## src/rtl/btpm_ram.sv

```systemverilog
// Simple dual-port synchronous RAM with a registered read.
module btpm_ram #(
    parameter int WIDTH = 8,
    parameter int DEPTH = 16,
    parameter int AW    = $clog2(DEPTH)
) (
    input  logic             i_clk,
    input  logic             i_we,
    input  logic [AW-1:0]    i_waddr,
    input  logic [WIDTH-1:0] i_wdata,
    input  logic [AW-1:0]    i_raddr,
    output logic [WIDTH-1:0] o_rdata
);
    logic [WIDTH-1:0] r_mem [DEPTH];

    always_ff @(posedge i_clk) begin
        if (i_we) begin
            r_mem[i_waddr] <= i_wdata;
        end
        o_rdata <= r_mem[i_raddr];
    end
endmodule
```

## config.mk

```make
export PLATFORM = sky130hd
export DESIGN_NAME = btpm_ram
export DESIGN_NICKNAME = d
export VERILOG_FILES = /design/src/rtl/btpm_ram.sv
export SDC_FILE = /design/constraint.sdc
export NUM_CORES = 1
export LEC_CHECK = 0
export BUFFER_PORTS_ARGS = -buffer_cell sky130_fd_sc_hd__buf_2
export CORE_MARGIN = 1.5
export CORE_UTILIZATION = 50
export DETAILED_ROUTE_END_ITERATION = 16
export PLACE_DENSITY = 0.64
export SYNTH_ARGS = -nofsm -noshare
export SYNTH_HDL_FRONTEND = slang
export SYNTH_SLANG_ARGS = --single-unit
```

## constraint.sdc

```tcl
create_clock -name i_clk -period 2.5 [get_ports i_clk]
set_clock_uncertainty 0.05 [all_clocks]
set_input_delay 0.5 -clock i_clk [delete_from_list [all_inputs] [get_ports i_clk]]
set_output_delay 0.5 -clock i_clk [all_outputs]
set_load 0.02 [all_outputs]
```

After elaboration in Yosys (flattened, before gate mapping)
Memory sizes are Yosys's and may differ from the RTL's. A register that Yosys moved wholly into a read port is not among the register bits.
Index checks and enable logic that the tools add are counted.
Widths: inputs -> output; s select.

cells by class
  mux-type cells = 2

operators by type and width
  operator  count
  $mux 1    2

word-level totals
  register bits after elaboration = 0
  memory bits (writable) = 128
  bits of input ports = 18
  output and inout port bits = 8
  logic and storage cells = 3
  memories = 1

memory list
  memory  depth  width  rd ports  clocked after memory_dff  wr ports  RTL line  RTL
  r_mem   16     8      1         1                         1         14        logic [WIDTH-1:0] r_mem [DEPTH];

Longest topological paths before layout
Gate-level depths: netlist (run 1).

  word-level depth = 2
  depth in mapped cells = 5
  mapped depth without buffers = 3

Worst setup path before layout (run 1)
No wires, ideal clock.

  path type = input port to flip-flop
  from = input port i_waddr[2]
  to = memory r_mem[0][0] (enable)
  library setup time = 0.383 ns
  data arrival time = 1.610 ns
  required time = 2.067 ns
  slack = 0.457 ns
  stages on the path = 2
  buffers on the path = 0
  cells stage by stage = or3b_2 nor3_1

RTL lines
  item         RTL line  RTL
  from (decl)  9         input logic [AW-1:0] i_waddr,
  to (decl)    14

Straight into the memory's write port.

Worst setup path after layout (run 1)
  from = register o_rdata[7], read port of r_mem
  to = output port o_rdata[7]

RTL lines
  item         RTL line  RTL
  from (decl)  12        output logic [WIDTH-1:0] o_rdata

No word-level cell between the ends.

==> results of run 1 <==
-- sequential cells by signal (all words and copies together) (netlist names) --
name and flops:
o_rdata 8, r_mem 128
-- kinds of logic (layout without fill, tap and decap cells) --
logic type / count (synthesis) / count (layout) / share of synthesized area
AO/OA/AOI/OAI: 16 / 16 / 0.02334
buffers and inverters: 10 / 76 / 0.01677
flip-flops: 136 / 136 / 0.7778
multiplexers: 32 / 32 / 0.1502
AND/OR/NAND/NOR: 35 / 35 / 0.03184
-- power by group --
part           internal (W)  switching [W]  leakage (nW)
logic              0.000103       0.000144         0.581
registers           0.00255      0.0000138          1.22
clock network       0.00169       0.000827         0.306
total               0.00434       0.000984          2.11
-- metal layers --
| layer | track usage | vias to the layer above |
|---|---|---|
| met5 | 0 | - |
| met4 | 0.08135 | 0 |
| met3 | 0.05576 | 5 |
| met2 | 0.2885 | 72 |
| met1 | 0.2413 | 1233 |
| li1 | - | 1084 |
-- worst register-to-register path: stages (launching register included) --
cell and delay [ns]:
edfxtp_1 0.37, mux4_1 0.50, a22oi_1 0.32, nand2_1 0.08
-- stage by stage --
step	power, W	cells	hold slack (ns)	utilization
finish	0.005327	428	0.3191	0.6216
global placement	0.002853	396	0.6031	0.5596
CTS	0.005375	428	0.2886	0.6216
detailed placement	0.002861	396	0.6054	0.5596
global route	0.005489	428	0.2987	0.6216
floorplan	0.002756	229	0.5489	-
-- Yosys cell counts, drive strengths merged --
cell type / n
nand2b: 2
nor3: 4
a22oi: 16
edfxtp: 128
nand3: 1
dfxtp: 8
nor2b: 1
and2b: 1
or3b: 1
nand2: 9
nand3b: 2
clkdlybuf4s25: 3
nor2: 13
and2: 1
buf: 7
mux4: 32
-- cell type report --
type                       instances  area (sq um)
clock buffer                      23         466.7
fill                             689          3732
sequential                       136          4004
clock inverter                     9         145.1
timing repair buffer              44         292.8
tap                              133         166.4
multi-input combinational         83          1057
-- worst max path at each step --
| stage | start | end | slack, ns | cells past startpoint |
|---|---|---|---|---|
| 3_5_place_dp | i_raddr[0] | o_rdata[3] | 0.48 | 5 |
| 2_1_floorplan | i_waddr[2] | r_mem[0][0] | 0.46 | 2 |
| 4_1_cts | o_rdata[7] | o_rdata[7] | 0.86 | 1 |
| 3_3_place_gp | i_raddr[0] | o_rdata[3] | 0.49 | 5 |
| 6_report | o_rdata[7] | o_rdata[7] | 0.91 | 1 |
| 5_1_grt | o_rdata[7] | o_rdata[7] | 0.85 | 1 |
==> impl_metrics.toml, run 1 <==
[timing]
slew_headroom = 0.5903
tightest_slew_ns = 0.6122
fmax_mhz = 627.3
fin_setup_tns_ns = 0
hold_viol_final = 0
rsz0062_at_grt = "false"
maxSlewViolCount = 0
setup_ws_ns = 0.9058
setup_violations = 0
fin_crit_ns = 1.594
period_share = 0.6377

[synth]
ys_seq_area_frac = 0.7778
ys_seq_elements = 136
ys_types = 19
ys.warnings.count = 0
synth.largest_area_cell = "edfxtp_1"
avgSynthCellArea_sq_um = 22.48
synth_top_area_share = 0.7467
synthTopCellsByArea = "edfxtp_1 (75%), mux4_2 (7.9%), mux4_1 (7.1%)"
mappedNetlistArea_sq_um = 5147
syn_nets = 247
syn_inst = 229

[pwr]
ir_drop_uv = 533.6
powerDensity_nw_per_um2 = 868.7
p_leak_nw = 2.110

[floorplan]
io_pins = 26
die_h_microns = 104.5
fp.dieW_microns = 104.5
die_area_sq_um = 10910
initial_core_util = 0.5218
core_sq_um = 9864
num_rows = 36

[global_routing]
grt_pass1_wl_microns = 13940
grt_antenna_before_repair = 0
gr-total-overflow = 0
grt_usage = 0.1846
grt_pass1_vias = 2411
grt_max_degree = 33

[final_layout]
layout_commonest_cell = "edfxtp_1"
syn_to_final_growth_pct = 19.13
final_layout_size_suffix_gt1_frac = 0.3119
final_cell_mix = "edfxtp_1 (128), buf_2 (25), mux4_2 (18)"
finalInstanceArea_sq_um = 6132
diodes = 0
fin_nets = 300

[placed_design]
gp_congestion = 0.7626
hpwl_microns = 5850
pre_cts_ws_ns = 0.4808
dpl_cell_area_sq_um = 5520
port_buffers = 25

[setup_path]
worstRegToRegCells = 3
cp_top_family = "flip-flops"
r2r-start = "r_mem[0][3]"
ff2ff_setup_slack_ns = 1.07
cp.buffers_inverters = 1
cpMaxStageDelayCell = "dfxtp_1"
cp.arrival_ns = 1.04
required_ns = 1.95
path_max_fanout = 1
slowest_delay_ns = 0.36
endpoint_kind = "primary output"
crit_type = "flop to primary output"
path_cells = "buf_2"
cp-start-kind = "flop"
r2r-end = "o_rdata[3]"

[min_path]
min_delay_worst_endpoint = "r_mem[5][5]"
hold_path.class = "primary input to flop"
hold_depth = 1
worstHoldStart = "i_wdata[5]"

[clocking]
clk_pin_slew_ns = 0.06
cts.sinks = 136
postCtsHoldBufs = 0
clock_latency_ns = 0.51
cts_resized = 0
cts_inserted_buffers = 17
htreeDepth = 4
clock_path_buffers = 2
cts-root-buf = "clkbuf_8"
postCtsSetupBuffers = 0
cts_tree = "built"

[drt]
maxUsedRoutingLayer = "met4"
wl_met1_microns = 3918
drt-vias-per-instance = 5.593
first_iter_violations = 147
wl_met3_microns = 511
met2_wirelength_microns = 4616
num_vias = 2394
detail-route-antenna-nets = 0
wl_per_cell_microns = 21.32
dr.pass1.iters = 4
drt_wl_total_microns = 9126
drc_errors = 0

[outcome]
outcome = "finished clean"

[flow_run]
maxCapViolCount = 0
No activity file was read; power rests on OpenSTA's default activity.
==> inputs of run 2 (changes only) <==
ABC_AREA = 1   (was default)
PLACE_DENSITY = 0.67   (was 0.64)
clock period = 1.35 ns   (was 2.5 ns; I/O delays follow)
==> run 2 against run 1 <==
Effect of this change: area after synthesis grew 12%; final cell count is 79% higher; via count increased by 62%.
==> impl_metrics.toml, run 2 <==
[outcome]
outcome = "finished clean"

[pwr]
p_leak_nw = 3.032
powerDensity_nw_per_um2 = 1473
ir_drop_uv = 964.5

[placed_design]
gp_congestion = 0.8128
port_buffers = 25
hpwl_microns = 8519
dp_cells = 732

[clocking]
postCtsHoldBufs = 0
clk_pin_slew_ns = 0.06
clock_latency_ns = 0.41
postCtsSetupBuffers = 0
cts-root-buf = "clkbuf_16"
cts_tree = "built"
cts_resized = 0
cts.sinks = 136
htreeDepth = 4
clock_path_buffers = 2
cts_inserted_buffers = 17

[drt]
dr.pass1.iters = 4
drt-vias-per-instance = 5.062
first_iter_violations = 245
drc_errors = 0
wl_per_cell_microns = 17.15
num_vias = 3867
detail-route-antenna-nets = 0
drt_wl_total_microns = 13110

[final_layout]
syn_to_final_growth_pct = 19.51
reg.largest.list = "r_mem x128, o_rdata x8"
regMostFlops = "r_mem"
largest_register_ffs = 128
fin_nets = 626
final_layout_size_suffix_gt1_frac = 0.1514
final_cell_mix = "nand2_1 (173), edfxtp_1 (128), inv_1 (100)"
fillers = 937
finalNonFillerCells = 764
layout_commonest_cell = "nand2_1"
diodes = 0

[floorplan]
num_rows = 39
die_h_microns = 110.4
fp.dieW_microns = 110.4
die_area_sq_um = 12190
initial_core_util = 0.5094
core_sq_um = 11320
io_pins = 26

[timing]
fmax_mhz = 776.4
hold_viol_final = 0
maxSlewViolCount = 0
tightest_slew_ns = 0.3715
fin_setup_tns_ns = 0
slew_headroom = 0.7523
fin_crit_ns = 1.288
rsz0062_at_grt = "false"
period_share = 0.9540
setup_violations = 0

[synth]
ys_async_sr_fraction = 0
synthAdderAreaFrac = 0
syn_inst = 551
synthFlopType = "edfxtp_1"
synth_top_area_share = 0.6665
ys_types = 12
mappedNetlistArea_sq_um = 5767
muxShareOfSynthArea = 0
synth_top_family_by_area = "simple AND/OR/NAND/NOR gates"
synth_xor_area_frac = 0
synth_common_cells = "nand2_1 (173), edfxtp_1 (128), inv_1 (100)"
synth_edf_count = 128
synthTopCellsByArea = "edfxtp_1 (67%), nand2_1 (11%), nand3_1 (8.4%)"
synth_compound_area_frac = 0
syn_nets = 569
synth_most_common_cell = "nand2_1"
synth-simple-area-share = 0.2105
ys.warnings.count = 0
ys_seq_area_frac = 0.6943
ys_seq_elements = 136
avgSynthCellArea_sq_um = 10.47
synth.largest_area_cell = "edfxtp_1"

[global_routing]
grt_pass1_wl_microns = 20290
met2_usage = 0.4034
top_usage_layer = "met2"
grt_usage = 0.2405
use_met3 = 0.04938
grtUsageMet1 = 0.3080
gr-total-overflow = 0
grt_max_degree = 23
grt_pass1_vias = 3792
grt_antenna_before_repair = 0

[setup_path]
cp-start-kind = "flop"
ff2ff_setup_slack_ns = 0.32
cpMaxStageDelayCell = "dfxtp_1"
required_ns = 1.03
crit_type = "flop to primary output"
path_cells = "buf_2"
path_max_fanout = 1
r2r-start = "r_mem[12][4]"
r2r-end = "o_rdata[4]"
cp.arrival_ns = 0.97
endpoint_kind = "primary output"
cp.buffers_inverters = 1
cp_top_family = "flip-flops"
worstRegToRegCells = 6
slowest_delay_ns = 0.37

[min_path]
worstHoldStart = "i_wdata[2]"
min_delay_worst_endpoint = "r_mem[12][2]"
hold_path.class = "primary input to flop"
hold_depth = 1

[flow_run]
maxCapViolCount = 0
## run 2: changes by cell type in the layout (fill, tap and decap cells not counted), moves of 14 or more
cell	before	now
mux4_1	14	0
a22oi_1	16	0
inv_1	0	100
nand2_1	9	173
mux4_2	18	0
nand3_1	1	97
## run 2: cell families after synthesis
group / Yosys count
DFF: 136
and+or+nand+nor: 289
buffers and inverters: 126
## run 2: area by class of cell
type / count / area, sq um / area share
Tap cell: 143 / 178.9 / 0.02596
Multi-Input combinational cell: 289 / 1214 / 0.1761
Timing Repair Buffer: 62 / 503.0 / 0.07298
Clock inverter: 15 / 183.9 / 0.02669
Sequential cell: 136 / 4004 / 0.5810
Inverter: 102 / 382.9 / 0.05556
Clock buffer: 17 / 425.4 / 0.06173
## run 2: per-stage QoR
step / utilization / hold slack, ns / setup WS, ns / cell area (sq um) / total power (W)
after floorplan: - / 0.3189 / 0.07916 / 5767 / 0.005198
after global placement: 0.5549 / 0.6088 / -0.03723 / 6282 / 0.005498
after detailed placement: 0.5549 / 0.6022 / -0.08061 / 6282 / 0.005512
after CTS: 0.6088 / 0.2160 / 0.04614 / 6892 / 0.01020
after global routing: 0.6088 / 0.2189 / 0.02781 / 6892 / 0.01046
final: 0.6088 / 0.2261 / 0.06205 / 6892 / 0.01015
## run 2: how the worst max path moves through the flow
stage               startpoint          end  slack [ns]  cells after the start
floorplan           i_waddr[3]  r_mem[4][0]        0.08                      2
global placement    i_raddr[0]   o_rdata[4]       -0.04                      8
detailed placement  i_raddr[0]   o_rdata[4]       -0.08                      8
CTS                 o_rdata[6]   o_rdata[6]        0.05                      1
global route        o_rdata[6]   o_rdata[6]        0.03                      1
finish              o_rdata[4]   o_rdata[4]        0.06                      1
## run 2: power breakdown
group | leakage [nW] | total, W | internal [W] | switching (W)
Clock | 0.293 | 0.00473 | 0.00306 | 0.00167
Sequential | 1.22 | 0.00476 | 0.00472 | 0.0000349
Combinational | 1.52 | 0.000668 | 0.000227 | 0.000441
## run 2: metal layers
layer  wire, microns  up-vias
met5               0        -
met4             238        0
met3             778       24
met2            6612      128
met1            5475     1823
li1                -     1892
==> inputs of run 3 (changes only) <==
CORE_ASPECT_RATIO = 0.9   (was default)
==> run 3 against run 2 <==
Effect of this change: combinational power is 2% lower; sequential cell count stayed put; first-iteration DRC count is 41% higher; wire length is 1.9% higher; total power is 5.8% higher; register-to-register slack worse by 0.06 ns; sequential power hardly changed; non-clock buffer count is 7 lower.
==> impl_metrics.toml, run 3 (synthesized netlist as in run 2, its figures left out) <==
[pwr]
clock_power_share = 0.497
p_leak_nw = 3.021
seqPwrFrac = 0.442
finalPower_w = 0.01074
ir_drop_uv = 713.0
net-switching-power_w = 0.002188
power_frac_comb = 0.061
swShare = 0.2037
power.internal_w = 0.008555
powerDensity_nw_per_um2 = 1559

[timing]
slew_headroom = 0.7413
tightest_slew_ns = 0.3880
rsz0062_at_grt = "false"
fin_crit_ns = 1.294
maxSlewViolCount = 0
fmax_mhz = 773.1
fin_setup_tns_ns = 0
hold_viol_final = 0
whs_ns = 0.1901
period_share = 0.9582
setup_violations = 0

[final_layout]
largest_register_ffs = 128
final_cell_mix = "nand2_1 (173), edfxtp_1 (128), inv_1 (100)"
layout_commonest_cell = "nand2_1"
multi_input_area_sq_um = 1214
reg.largest.list = "r_mem x128, o_rdata x8"
fin_nets = 619
finalInstanceArea_sq_um = 6890
fin_util = 0.6075
diodes = 0
syn_to_final_growth_pct = 19.48
fillers = 918
regMostFlops = "r_mem"
final_layout_size_suffix_gt1_frac = 0.1401
seqCellArea_sq_um = 4004

[setup_path]
required_ns = 1.03
slowest_delay_ns = 0.37
ff2ff_setup_slack_ns = 0.26
worstRegToRegCells = 6
path_max_fanout = 1
cp_top_family = "flip-flops"
cp.buffers_inverters = 1
r2r-end = "o_rdata[5]"
cp-start-kind = "flop"
crit_type = "flop to primary output"
r2r-start = "r_mem[15][5]"
cp.arrival_ns = 0.97
cpMaxStageDelayCell = "dfxtp_1"
endpoint_kind = "primary output"
crit_cells = 1
path_cells = "buf_2"

[placed_design]
hpwl_microns = 8321
dpl_cell_area_sq_um = 6208
port_buffers = 25
gp_congestion = 0.8537

[drt]
drt_wl_total_microns = 13360
drt-vias-per-instance = 5.057
dr.pass1.iters = 5
detail-route-antenna-nets = 0
wl_per_cell_microns = 17.35
num_vias = 3894
first_iter_violations = 346
drc_errors = 0

[floorplan]
num_rows = 37
core_sq_um = 11340
die_area_sq_um = 12190
die_h_microns = 104.9
io_pins = 26
initial_core_util = 0.5084
fp.dieW_microns = 116.2

[clocking]
htreeDepth = 4
cts.sinks = 136
cts_inserted_buffers = 17
clk_pin_slew_ns = 0.06
cts_tree = "built"
cts_resized = 0
cts-root-buf = "clkbuf_16"
postCtsSetupBuffers = 0
clock_latency_ns = 0.42
clock_path_buffers = 2
postCtsHoldBufs = 0

[global_routing]
grt_usage = 0.2389
grt_max_degree = 33
gr-total-overflow = 0
grt_pass1_wl_microns = 20710
grt_antenna_before_repair = 0
grt_pass1_vias = 3814

[outcome]
outcome = "finished clean"

[flow_run]
maxCapViolCount = 0

[min_path]
hold_path.class = "primary input to flop"
min_delay_worst_endpoint = "o_rdata[1]"
hold_depth = 3
worstHoldStart = "i_raddr[3]"
[run 3: changes by cell type in the layout (fill, tap and decap cells not counted), sizes merged]
cell	delta
clkinvlp	-2
buf	-7
bufinv	+3
clkbuf	+1
clkinv	-2
[run 3: worst max path at each step]
stage / endpoint / from / slack (ns)
3_3_place_gp: o_rdata[5] / i_raddr[0] / -0.05
2_1_floorplan: r_mem[4][0] / i_waddr[3] / 0.08
6_report: o_rdata[7] / o_rdata[7] / 0.06
4_1_cts: o_rdata[7] / o_rdata[7] / 0.03
3_5_place_dp: o_rdata[5] / i_raddr[0] / -0.06
5_1_grt: o_rdata[7] / o_rdata[7] / 0.02
[run 3: layout make-up]
| cell class | instances | area share |
|---|---|---|
| well taps | 156 | 0.02833 |
| repair buffers | 55 | 0.05992 |
| flip-flops and latches | 136 | 0.5811 |
| clock buffers | 18 | 0.06228 |
| clock inverters | 14 | 0.03668 |
| multi-input cells | 289 | 0.1761 |
| inverters | 102 | 0.05557 |
[run 3: power by group through the flow]
stage	registers, W	logic, W	clock network, W
final	0.00475	0.000654	0.00534
after global routing	0.00476	0.000717	0.00555
after CTS	0.00475	0.000655	0.00538
after detailed placement	0.00484	0.000648	0
after global placement	0.00483	0.000638	0
after floorplan	0.00487	0.000333	0
[run 3: routing by layer]
layer  global-route usage  vias to the layer above  wire, microns
met2               0.3693                      180           6396
met5                    0                        -              0
met1               0.3355                     1819           5594
met4              0.07491                        0            201
met3              0.05800                       21           1163
li1                     -                     1874              -
[run 3: per-stage QoR]
stage / instances / worst slack [ns]
after floorplan: 551 / 0.07916
after detailed placement: 738 / -0.06061
after CTS: 770 / 0.02924
after global placement: 738 / -0.04939
after global routing: 770 / 0.02398
final: 770 / 0.05644
